`config.mk`:
```
export PLATFORM = sky130hd
export DESIGN_NAME = command_line_splitter_unit
export DESIGN_NICKNAME = d
export VERILOG_FILES = /design/src/rtl/cls_pkg.sv /design/src/rtl/cls_decode.sv /design/src/rtl/command_line_splitter_unit.sv
export SDC_FILE = /design/constraint.sdc
export NUM_CORES = 1
export LEC_CHECK = 0
export BUFFER_PORTS_ARGS = -buffer_cell sky130_fd_sc_hd__buf_2
export CAP_MARGIN = 20
export CORE_ASPECT_RATIO = 0.7
export CORE_MARGIN = 8
export CORE_UTILIZATION = 55
export CTS_CLUSTER_SIZE = 12
export DETAILED_ROUTE_END_ITERATION = 16
export GPL_TIMING_DRIVEN = 0
export PLACE_DENSITY_LB_ADDON = 0.1
export SLEW_MARGIN = 20
export SYNTH_ARGS = -nofsm -noshare
export SYNTH_HDL_FRONTEND = slang
export SYNTH_SLANG_ARGS = --single-unit
```
`constraint.sdc`:
```
create_clock -name clk_i -period 3.3 [get_ports clk_i]
set_input_delay 0 -clock clk_i [delete_from_list [all_inputs] [get_ports clk_i]]
set_output_delay 0 -clock clk_i [all_outputs]
set_load 0.05 [all_outputs]
```
`src/rtl/cls_pkg.sv`:
```
// Shared types, codes and helpers for the command line splitter.
`timescale 1ns / 1ps
`default_nettype none

package cls_pkg;

  // Default bounds
  localparam int unsigned MAX_RUN   = 32;
  localparam int unsigned MAX_ARGS  = 255;
  localparam int unsigned MAX_CHARS = 65535;

  // Backslash run counter width (covers MAX_RUN up to 63)
  localparam int unsigned RunW = 6;

  // Character codes
  localparam logic [7:0] CH_NUL   = 8'h00;
  localparam logic [7:0] CH_TAB   = 8'h09;
  localparam logic [7:0] CH_SPACE = 8'h20;
  localparam logic [7:0] CH_QUOTE = 8'h22;
  localparam logic [7:0] CH_SLASH = 8'h5C;

  // Result kinds
  localparam logic [1:0] KIND_BYTE     = 2'd0;
  localparam logic [1:0] KIND_END_ARG  = 2'd1;
  localparam logic [1:0] KIND_END_LINE = 2'd2;

  typedef enum logic [4:0] {
    PH_LEAD    = 5'b00001,
    PH_PQUOTED = 5'b00010,
    PH_PPLAIN  = 5'b00100,
    PH_BETWEEN = 5'b01000,
    PH_ARG     = 5'b10000
  } phase_e;

  typedef enum logic [4:0] {
    SEQ_IDLE  = 5'b00001,
    SEQ_SLASH = 5'b00010,
    SEQ_BYTE  = 5'b00100,
    SEQ_EARG  = 5'b01000,
    SEQ_ELINE = 5'b10000
  } seq_e;

  // Parser state carried between bytes
  typedef struct packed {
    phase_e          phase;
    logic            in_quote;
    logic            pend_quote;
    logic [RunW-1:0] slash_run;
  } pstate_t;

  // What one byte asks the sequencer to emit, in this order:
  // backslashes, one byte, end of argument, end of line.
  typedef struct packed {
    logic [RunW-1:0] n_slash;
    logic            emit_byte;
    logic [7:0]      byte_val;
    logic            end_arg;
    logic            end_line;
    logic            arg_inc;
    logic            ov_set;
  } plan_t;

  localparam pstate_t PST_RESET = '{
    phase:      PH_LEAD,
    in_quote:   1'b0,
    pend_quote: 1'b0,
    slash_run:  '0
  };

  function automatic seq_e first_step(logic slashes, logic byte_f, logic earg, logic eline);
    seq_e s;
    if (slashes) begin
      s = SEQ_SLASH;
    end else if (byte_f) begin
      s = SEQ_BYTE;
    end else if (earg) begin
      s = SEQ_EARG;
    end else if (eline) begin
      s = SEQ_ELINE;
    end else begin
      s = SEQ_IDLE;
    end
    return s;
  endfunction

endpackage

`default_nettype wire

```
`src/rtl/cls_decode.sv`:
```
// Per-byte parser: next parser state and the emission plan for one byte.
`timescale 1ns / 1ps
`default_nettype none

module cls_decode
  import cls_pkg::*;
#(
  parameter int unsigned MaxRun = MAX_RUN
) (
  input  pstate_t    st_i,
  input  logic [7:0] char_i,
  output pstate_t    st_o,
  output plan_t      plan_o
);

  pstate_t         nst;
  plan_t           pl;
  logic            blank;
  logic            is_nul;
  logic            is_quote;
  logic            plain;
  logic            do_arg;
  logic            pend_hit;
  logic            iq;
  logic            pq;
  logic [RunW-1:0] run;

  assign blank    = (char_i == CH_SPACE) || (char_i == CH_TAB);
  assign is_nul   = (char_i == CH_NUL);
  assign is_quote = (char_i == CH_QUOTE);

  always_comb begin
    nst    = st_i;
    pl     = '0;
    plain  = 1'b0;
    do_arg = 1'b0;
    iq     = st_i.in_quote;
    pq     = st_i.pend_quote;
    run    = st_i.slash_run;

    case (st_i.phase)
      PH_LEAD: begin
        if (!blank) begin
          if (is_quote) begin
            nst.phase = PH_PQUOTED;
          end else begin
            plain = 1'b1;
          end
        end
      end
      PH_PQUOTED: begin
        if (is_nul) begin
          pl.end_arg  = 1'b1;
          pl.end_line = 1'b1;
        end else if (is_quote) begin
          pl.end_arg = 1'b1;
          nst.phase  = PH_BETWEEN;
        end else begin
          pl.emit_byte = 1'b1;
          pl.byte_val  = char_i;
        end
      end
      PH_PPLAIN: begin
        plain = 1'b1;
      end
      PH_BETWEEN: begin
        if (!blank) begin
          if (is_nul) begin
            pl.end_line = 1'b1;
          end else begin
            pl.arg_inc = 1'b1;
            iq         = 1'b0;
            pq         = 1'b0;
            run        = '0;
            nst.phase  = PH_ARG;
            do_arg     = 1'b1;
          end
        end
      end
      PH_ARG: begin
        do_arg = 1'b1;
      end
      default: begin
        nst = PST_RESET;
      end
    endcase

    // program name without quotes: copied literally up to a blank or the terminator
    if (plain) begin
      if (is_nul) begin
        pl.end_arg  = 1'b1;
        pl.end_line = 1'b1;
      end else if (blank) begin
        pl.end_arg = 1'b1;
        nst.phase  = PH_BETWEEN;
      end else begin
        pl.emit_byte = 1'b1;
        pl.byte_val  = char_i;
        nst.phase    = PH_PPLAIN;
      end
    end

    pend_hit = pq && is_quote;
    if (do_arg) begin
      if (pq) begin
        pq = 1'b0;
        iq = 1'b0;
      end
      if (pend_hit) begin
        // doubled quote inside quotes
        pl.emit_byte = 1'b1;
        pl.byte_val  = CH_QUOTE;
      end else if (char_i == CH_SLASH) begin
        if (run < RunW'(MaxRun)) begin
          run = run + RunW'(1);
        end else begin
          pl.ov_set = 1'b1;
        end
      end else if (is_quote) begin
        pl.n_slash = run >> 1;
        if (run[0]) begin
          pl.emit_byte = 1'b1;
          pl.byte_val  = CH_QUOTE;
        end else if (iq) begin
          pq = 1'b1;
        end else begin
          iq = 1'b1;
        end
        run = '0;
      end else begin
        pl.n_slash = run;
        run        = '0;
        if (is_nul) begin
          pl.end_arg  = 1'b1;
          pl.end_line = 1'b1;
        end else if (!iq && blank) begin
          pl.end_arg = 1'b1;
          nst.phase  = PH_BETWEEN;
        end else begin
          pl.emit_byte = 1'b1;
          pl.byte_val  = char_i;
        end
      end
      nst.in_quote   = iq;
      nst.pend_quote = pq;
      nst.slash_run  = run;
    end

    if (pl.end_line) begin
      nst = PST_RESET;
    end
  end

  assign st_o   = nst;
  assign plan_o = pl;

endmodule

`default_nettype wire

```
`src/rtl/command_line_splitter_unit.sv`:
```
// Top level of the command line splitter: parser state, output sequencer, result register.
`timescale 1ns / 1ps
`default_nettype none

// Splits a zero-terminated command line, one byte per request, into arguments
// under the Windows C runtime rules. When a byte is taken, the parser decides
// what it causes: a run of backslashes, one argument byte, an end-of-argument
// mark and an end-of-line item, in that order. A small sequencer then sends
// those results one per cycle, while the output is not stalled, through the
// output register; the backslash run is flushed by a down counter, one
// backslash a cycle (a flush holds at most MAX_RUN/2 or MAX_RUN backslashes).
// No new byte is taken until the last result of the previous one has been
// loaded: in_stall_o stays high until then. A byte with no result (skipped
// blank, opening quote, backslash) leaves the sequencer idle. The
// end-of-line result carries the argument count (program name included) and
// the character count (terminators included), both saturating, and the
// backslash-overflow flag; last_o marks the final result of each input byte.
// After an end of line all state is back at reset and the next byte starts a
// new line.
module command_line_splitter_unit
  import cls_pkg::*;
#(
  parameter int unsigned MaxRun   = MAX_RUN,
  parameter int unsigned MaxArgs  = MAX_ARGS,
  parameter int unsigned MaxChars = MAX_CHARS
) (
  input  logic        clk_i,
  input  logic        rst_ni,
  input  logic        in_valid_i,
  output logic        in_stall_o,
  input  logic [7:0]  in_char_i,
  output logic        out_valid_o,
  input  logic        out_stall_i,
  output logic [7:0]  out_char_o,
  output logic [1:0]  out_kind_o,
  output logic [7:0]  arg_count_o,
  output logic [15:0] char_count_o,
  output logic        run_overflow_o,
  output logic        last_o
);

  localparam int unsigned AW = $clog2(MaxArgs + 1);
  localparam int unsigned CW = $clog2(MaxChars + 1);

  // parser
  pstate_t pst_q;
  pstate_t pst_d;
  plan_t   plan;

  cls_decode #(
    .MaxRun(MaxRun)
  ) u_decode (
    .st_i  (pst_q),
    .char_i(in_char_i),
    .st_o  (pst_d),
    .plan_o(plan)
  );

  // line counters
  logic [AW-1:0] args_q;
  logic [CW-1:0] chars_q;
  logic          ovs_q;
  logic [AW-1:0] ac_full;

  // sequencer
  seq_e            seq_q;
  seq_e            seq_after;
  seq_e            seq_first;
  logic [RunW-1:0] cnt_q;
  logic [RunW-1:0] cnt_after;
  logic            byte_f_q;
  logic            earg_f_q;
  logic            eline_f_q;
  logic            byte_after;
  logic            earg_after;
  logic            eline_after;
  logic [7:0]      byte_q;
  logic [7:0]      ac_q;
  logic            ov_q;

  // output register
  logic        out_valid_q;
  logic [7:0]  out_char_q;
  logic [1:0]  out_kind_q;
  logic [7:0]  out_ac_q;
  logic [15:0] out_cc_q;
  logic        out_ov_q;
  logic        out_last_q;

  logic        accept;
  logic        load;
  logic [7:0]  item_char;
  logic [1:0]  item_kind;
  logic        item_eol;
  logic [AW+7:0]  ac_ext;
  logic [CW+15:0] cc_ext;

  assign in_stall_o = (seq_q != SEQ_IDLE);
  assign accept     = in_valid_i && (seq_q == SEQ_IDLE);
  assign load       = (seq_q != SEQ_IDLE) && (!out_valid_q || !out_stall_i);

  // program name counts as one more argument
  assign ac_full = (args_q >= AW'(MaxArgs)) ? AW'(MaxArgs) : args_q + AW'(1);
  assign ac_ext  = {8'b0, ac_full};
  assign cc_ext  = {16'b0, chars_q};

  assign seq_first = first_step(plan.n_slash != '0, plan.emit_byte, plan.end_arg,
                                plan.end_line);

  // what is left after the current step goes out
  always_comb begin
    cnt_after   = cnt_q;
    byte_after  = byte_f_q;
    earg_after  = earg_f_q;
    eline_after = eline_f_q;
    item_char   = 8'h00;
    item_kind   = KIND_BYTE;
    item_eol    = 1'b0;
    case (seq_q)
      SEQ_SLASH: begin
        cnt_after = cnt_q - RunW'(1);
        item_char = CH_SLASH;
      end
      SEQ_BYTE: begin
        byte_after = 1'b0;
        item_char  = byte_q;
      end
      SEQ_EARG: begin
        earg_after = 1'b0;
        item_kind  = KIND_END_ARG;
      end
      SEQ_ELINE: begin
        eline_after = 1'b0;
        item_kind   = KIND_END_LINE;
        item_eol    = 1'b1;
      end
      default: begin
        item_char = 8'h00;
      end
    endcase
    seq_after = first_step(cnt_after != '0, byte_after, earg_after, eline_after);
  end

  always_ff @(posedge clk_i or negedge rst_ni) begin
    if (!rst_ni) begin
      pst_q     <= PST_RESET;
      args_q    <= '0;
      chars_q   <= '0;
      ovs_q     <= 1'b0;
      seq_q     <= SEQ_IDLE;
      cnt_q     <= '0;
      byte_f_q  <= 1'b0;
      earg_f_q  <= 1'b0;
      eline_f_q <= 1'b0;
    end else begin
      if (accept) begin
        pst_q     <= pst_d;
        seq_q     <= seq_first;
        cnt_q     <= plan.n_slash;
        byte_f_q  <= plan.emit_byte;
        earg_f_q  <= plan.end_arg;
        eline_f_q <= plan.end_line;
        if (plan.end_line) begin
          args_q <= '0;
          ovs_q  <= 1'b0;
        end else begin
          if (plan.arg_inc && (args_q < AW'(MaxArgs))) begin
            args_q <= args_q + AW'(1);
          end
          if (plan.ov_set) begin
            ovs_q <= 1'b1;
          end
        end
      end else if (load) begin
        seq_q     <= seq_after;
        cnt_q     <= cnt_after;
        byte_f_q  <= byte_after;
        earg_f_q  <= earg_after;
        eline_f_q <= eline_after;
        if (item_eol) begin
          chars_q <= '0;
        end else if (chars_q < CW'(MaxChars)) begin
          chars_q <= chars_q + CW'(1);
        end
      end
    end
  end

  // payload captured with the plan
  always_ff @(posedge clk_i) begin
    if (accept) begin
      byte_q <= plan.byte_val;
      ac_q   <= ac_ext[7:0];
      ov_q   <= ovs_q | plan.ov_set;
    end
  end

  always_ff @(posedge clk_i or negedge rst_ni) begin
    if (!rst_ni) begin
      out_valid_q <= 1'b0;
    end else if (load) begin
      out_valid_q <= 1'b1;
    end else if (!out_stall_i) begin
      out_valid_q <= 1'b0;
    end
  end

  always_ff @(posedge clk_i) begin
    if (load) begin
      out_char_q <= item_char;
      out_kind_q <= item_kind;
      out_ac_q   <= item_eol ? ac_q : 8'h00;
      out_cc_q   <= item_eol ? cc_ext[15:0] : 16'h0000;
      out_ov_q   <= item_eol && ov_q;
      out_last_q <= (seq_after == SEQ_IDLE);
    end
  end

  assign out_valid_o    = out_valid_q;
  assign out_char_o     = out_char_q;
  assign out_kind_o     = out_kind_q;
  assign arg_count_o    = out_ac_q;
  assign char_count_o   = out_cc_q;
  assign run_overflow_o = out_ov_q;
  assign last_o         = out_last_q;

  // checks
  a_seq_onehot: assert property (@(posedge clk_i) disable iff (!rst_ni)
    $onehot(seq_q))
    else $error("sequencer state not one-hot");

  a_slash_cnt: assert property (@(posedge clk_i) disable iff (!rst_ni)
    (seq_q == SEQ_SLASH) |-> (cnt_q != '0))
    else $error("backslash flush with empty count");

  a_eol_last: assert property (@(posedge clk_i) disable iff (!rst_ni)
    (out_valid_o && (out_kind_o == KIND_END_LINE)) |-> last_o)
    else $error("end of line not marked last");

  a_chars_clr: assert property (@(posedge clk_i) disable iff (!rst_ni)
    (load && (seq_q == SEQ_ELINE)) |=> (chars_q == '0))
    else $error("char count not cleared after end of line");

  a_eol_idle: assert property (@(posedge clk_i) disable iff (!rst_ni)
    (accept && plan.end_line) |=> (pst_q == PST_RESET) && (args_q == '0))
    else $error("parser not reset at end of line");

endmodule

`default_nettype wire
```
==> impl_metrics.json <==
{
  "status": "complete, no violations",
  "final_antenna_net_count": 0,
  "ioPinCount": 50,
  "ys_seq_area_frac": 0.5131,
  "antenna_cells": 0,
  "power_uw": 5091,
  "relSlewSlack": 0.3518,
  "worst-path-stages": 6,
  "crit_path_end_kind": "register",
  "synth_flop_cell": "edfxtp_1",
  "vias": 4705,
  "syn_to_final_growth_pct": 13.28,
  "worst_path_dominant_cell_family": "buffers and inverters",
  "cts_root_buffer": "clkbuf_16",
  "synthArstFlopShare": 0.5000,
  "grt_pass1_vias": 4479,
  "antenna_found_initial": 0,
  "crit_arrival_ns": 3.12,
  "portBuffers": 48,
  "fmax_ghz": 0.3215,
  "final_cell_mix": "53 x edfxtp_1, 51 x dfrtp_1, 50 x nand2_1",
  "top_usage_layer": "met1",
  "clock_latency_ns": 0.34,
  "p_leak_uw": 0.002641,
  "p_seq_frac": 0.385,
  "p_int_uw": 2950,
  "cts.htree.levels": 3,
  "period_share": 0.9424,
  "required_ns": 3.31,
  "grt_use_met2": 0.3126,
  "die-area_um2": 13910,
  "die_h_um": 101.1,
  "crit_type": "register to register",
  "switching_share": 0.4206,
  "drtIter0Drc": 499,
  "cts_buffer_depth": 2,
  "slew_viol_final": 0,
  "use_met3": 0.04482,
  "max_cap_viol_count": 0,
  "post_drt_wl_per_cell_um": 18.58,
  "p_per_area_nw_per_um2": 789.6,
  "p_comb_frac": 0.405,
  "crit_top_cell": "clkbuf_1",
  "use_met1": 0.3195,
  "place_congestion": 0.9176,
  "synth_edf_count": 53,
  "p_clk_frac": 0.209,
  "cts-buffers-inserted": 9,
  "reg2reg_depth": 6,
  "track_usage": 0.2148,
  "cpPeakStageDelay_ns": 0.60,
  "clk_pin_slew_ns": 0.07,
  "die_w_um": 137.6,
  "yosysWarnings": 0,
  "yosysUniqueCellTypes": 75,
  "layout-drive-gt1-share": 0.1455,
  "routed_via_density": 6.102,
  "regToRegSetupSlack_ns": 0.19,
  "cp_max_fo": 26,
  "rows": 31,
  "cp_cell_sequence": "or3b_2, or3_1, clkbuf_1, inv_1, clkbuf_1, clkbuf_4",
  "slowest_stage": "dfstp_2",
  "p_sw_uw": 2141,
  "ys_ff_latch": 106,
  "grt_pass1_wl_um": 23410,
  "cts.sinks": 106,
  "dr.pass1.iters": 5,
  "hold_viol_final": 0,
  "cp_num_buf_inv": 4,
  "wirelength_um": 14320,
  "rsz0062_at_grt": "no",
  "synth_area_um2": 5692,
  "setup_viol": 0,
  "min_path_cells": 2,
  "nets": 650,
  "grt_max_degree": 54,
  "startpoint_type": "register",
  "grt-ovfl-total": 0,
  "mostFrequentLayoutCell": "edfxtp_1",
  "syn_inst": 572,
  "irDropWorstVdd_mv": 0.3376,
  "post-route-drc-count": 0,
  "syn-num-nets": 588,
  "avgSynthCellArea_um2": 9.951,
  "worstMarginPinSlew_ns": 0.9641,
  "fin_skew_ns": 0.01072,
  "period_needed_ns": 3.110,
  "hp-class": "input pin to register",
  "tritoncts": "done",
  "holdWs_ns": 0.04828,
  "coreArea_um2": 10200,
  "initial_utilization": 0.5580,
  "place_hpwl_um": 10550
}
## logic make-up after synthesis
logic type               Yosys count  synth area share
AO/OA/AOI/OAI                    146            0.1776
XOR/XNOR                          22           0.03385
adder cells (fa/ha/maj)            4          0.008793
buffers and inverters             46           0.03144
flip-flops                       106            0.5131
multiplexers                       5          0.009233
AND/OR/NAND/NOR                  243            0.2260
## synth_stat cells, drive strengths merged (6+ instances only)
cell    number  share of area
a31oi       12          0.013
nand2b       8          0.010
nor2b        6         0.0066
xnor2       13          0.020
a21o        11          0.015
and3        12          0.013
nor4         6         0.0066
o21ai       37          0.033
xor2         9          0.014
edfxtp      53           0.28
nand2       50          0.033
nor2        48          0.032
o31ai        6          0.010
nor3        11         0.0097
a21oi       30          0.026
o211ai       8          0.011
inv         19          0.013
clkbuf      24          0.016
or3          6         0.0075
and2        33          0.036
nand3       34          0.031
dfrtp       51           0.22
## layout make-up
| type | instances | area, µm² |
|---|---|---|
| fill | 827 | 3754 |
| sequential | 106 | 2920 |
| multi-input combinational | 420 | 2592 |
| timing repair buffer | 51 | 290.3 |
| clock buffer | 10 | 229.0 |
| tap | 132 | 165.2 |
| buffer | 27 | 110.1 |
| inverter | 19 | 71.32 |
| clock inverter | 6 | 68.82 |
## path summary, 6_finish.rpt
path,to,start
setup / recovery,ac_q[0]$_SDFFCE_PP1P_,seq_q[0]$_DFFE_PN1P_
hold / removal,byte_q[6]$_DFFE_PP_,in_char_i[6]
setup reg to reg,ac_q[0]$_SDFFCE_PP1P_,seq_q[0]$_DFFE_PN1P_
hold reg to reg,ovs_q$_DFFE_PN0P_,ovs_q$_DFFE_PN0P_
max in group asynchronous,cnt_q[5]$_DFFE_PN0P_,rst_ni
min in group asynchronous,pst_q[9]$_DFFE_PN0P_,rst_ni
## flip-flops by register name, summed over array words and instances, names as in the netlist, 8 cells and up
register / cells
char_count_o: 16
pst_q: 13
arg_count_o: 8
out_char_o: 8
args_q: 8
ac_q: 8
byte_q: 8
chars_q: 16
## per-layer routing
metal / wire [µm] / up-vias
met4: 114 / 0
met1: 6849 / 2285
met3: 1040 / 15
met5: 0 / -
met2: 6317 / 173
li1: - / 2232
## per-stage QoR
stage | utilization | TNS, ns | std cells | instance area, µm² | setup WS [ns]
5_1_grt | 0.6320 | 0 | 771 | 6447 | 0.07929
2_1_floorplan | - | 0 | 572 | 5692 | 0.2121
3_5_place_dp | 0.6006 | 0 | 753 | 6127 | 0.1170
3_3_place_gp | 0.5977 | -0.08179 | 752 | 6097 | -0.05239
6_report | 0.6320 | 0 | 771 | 6447 | 0.1900
4_1_cts | 0.6318 | 0 | 771 | 6445 | 0.1055
## what timing repair did
item / 4_1_cts / 5_1_grt
hold buffers: 2 / 0
hold endpoints to repair: 52 / 0
setup endpoints to repair: 0 / 24
gates resized for setup: 0 / 1
setup buffers: 0 / 0
## power by group through the flow
stage	Combinational (µW)	Sequential, µW	Clock, µW
global route	2210	2000	1150
detailed placement	2040	1980	0
CTS	2050	1960	1090
floorplan	1030	2430	0
finish	2060	1960	1060
global placement	1980	1970	0
(Power assumes the default switching activity.)
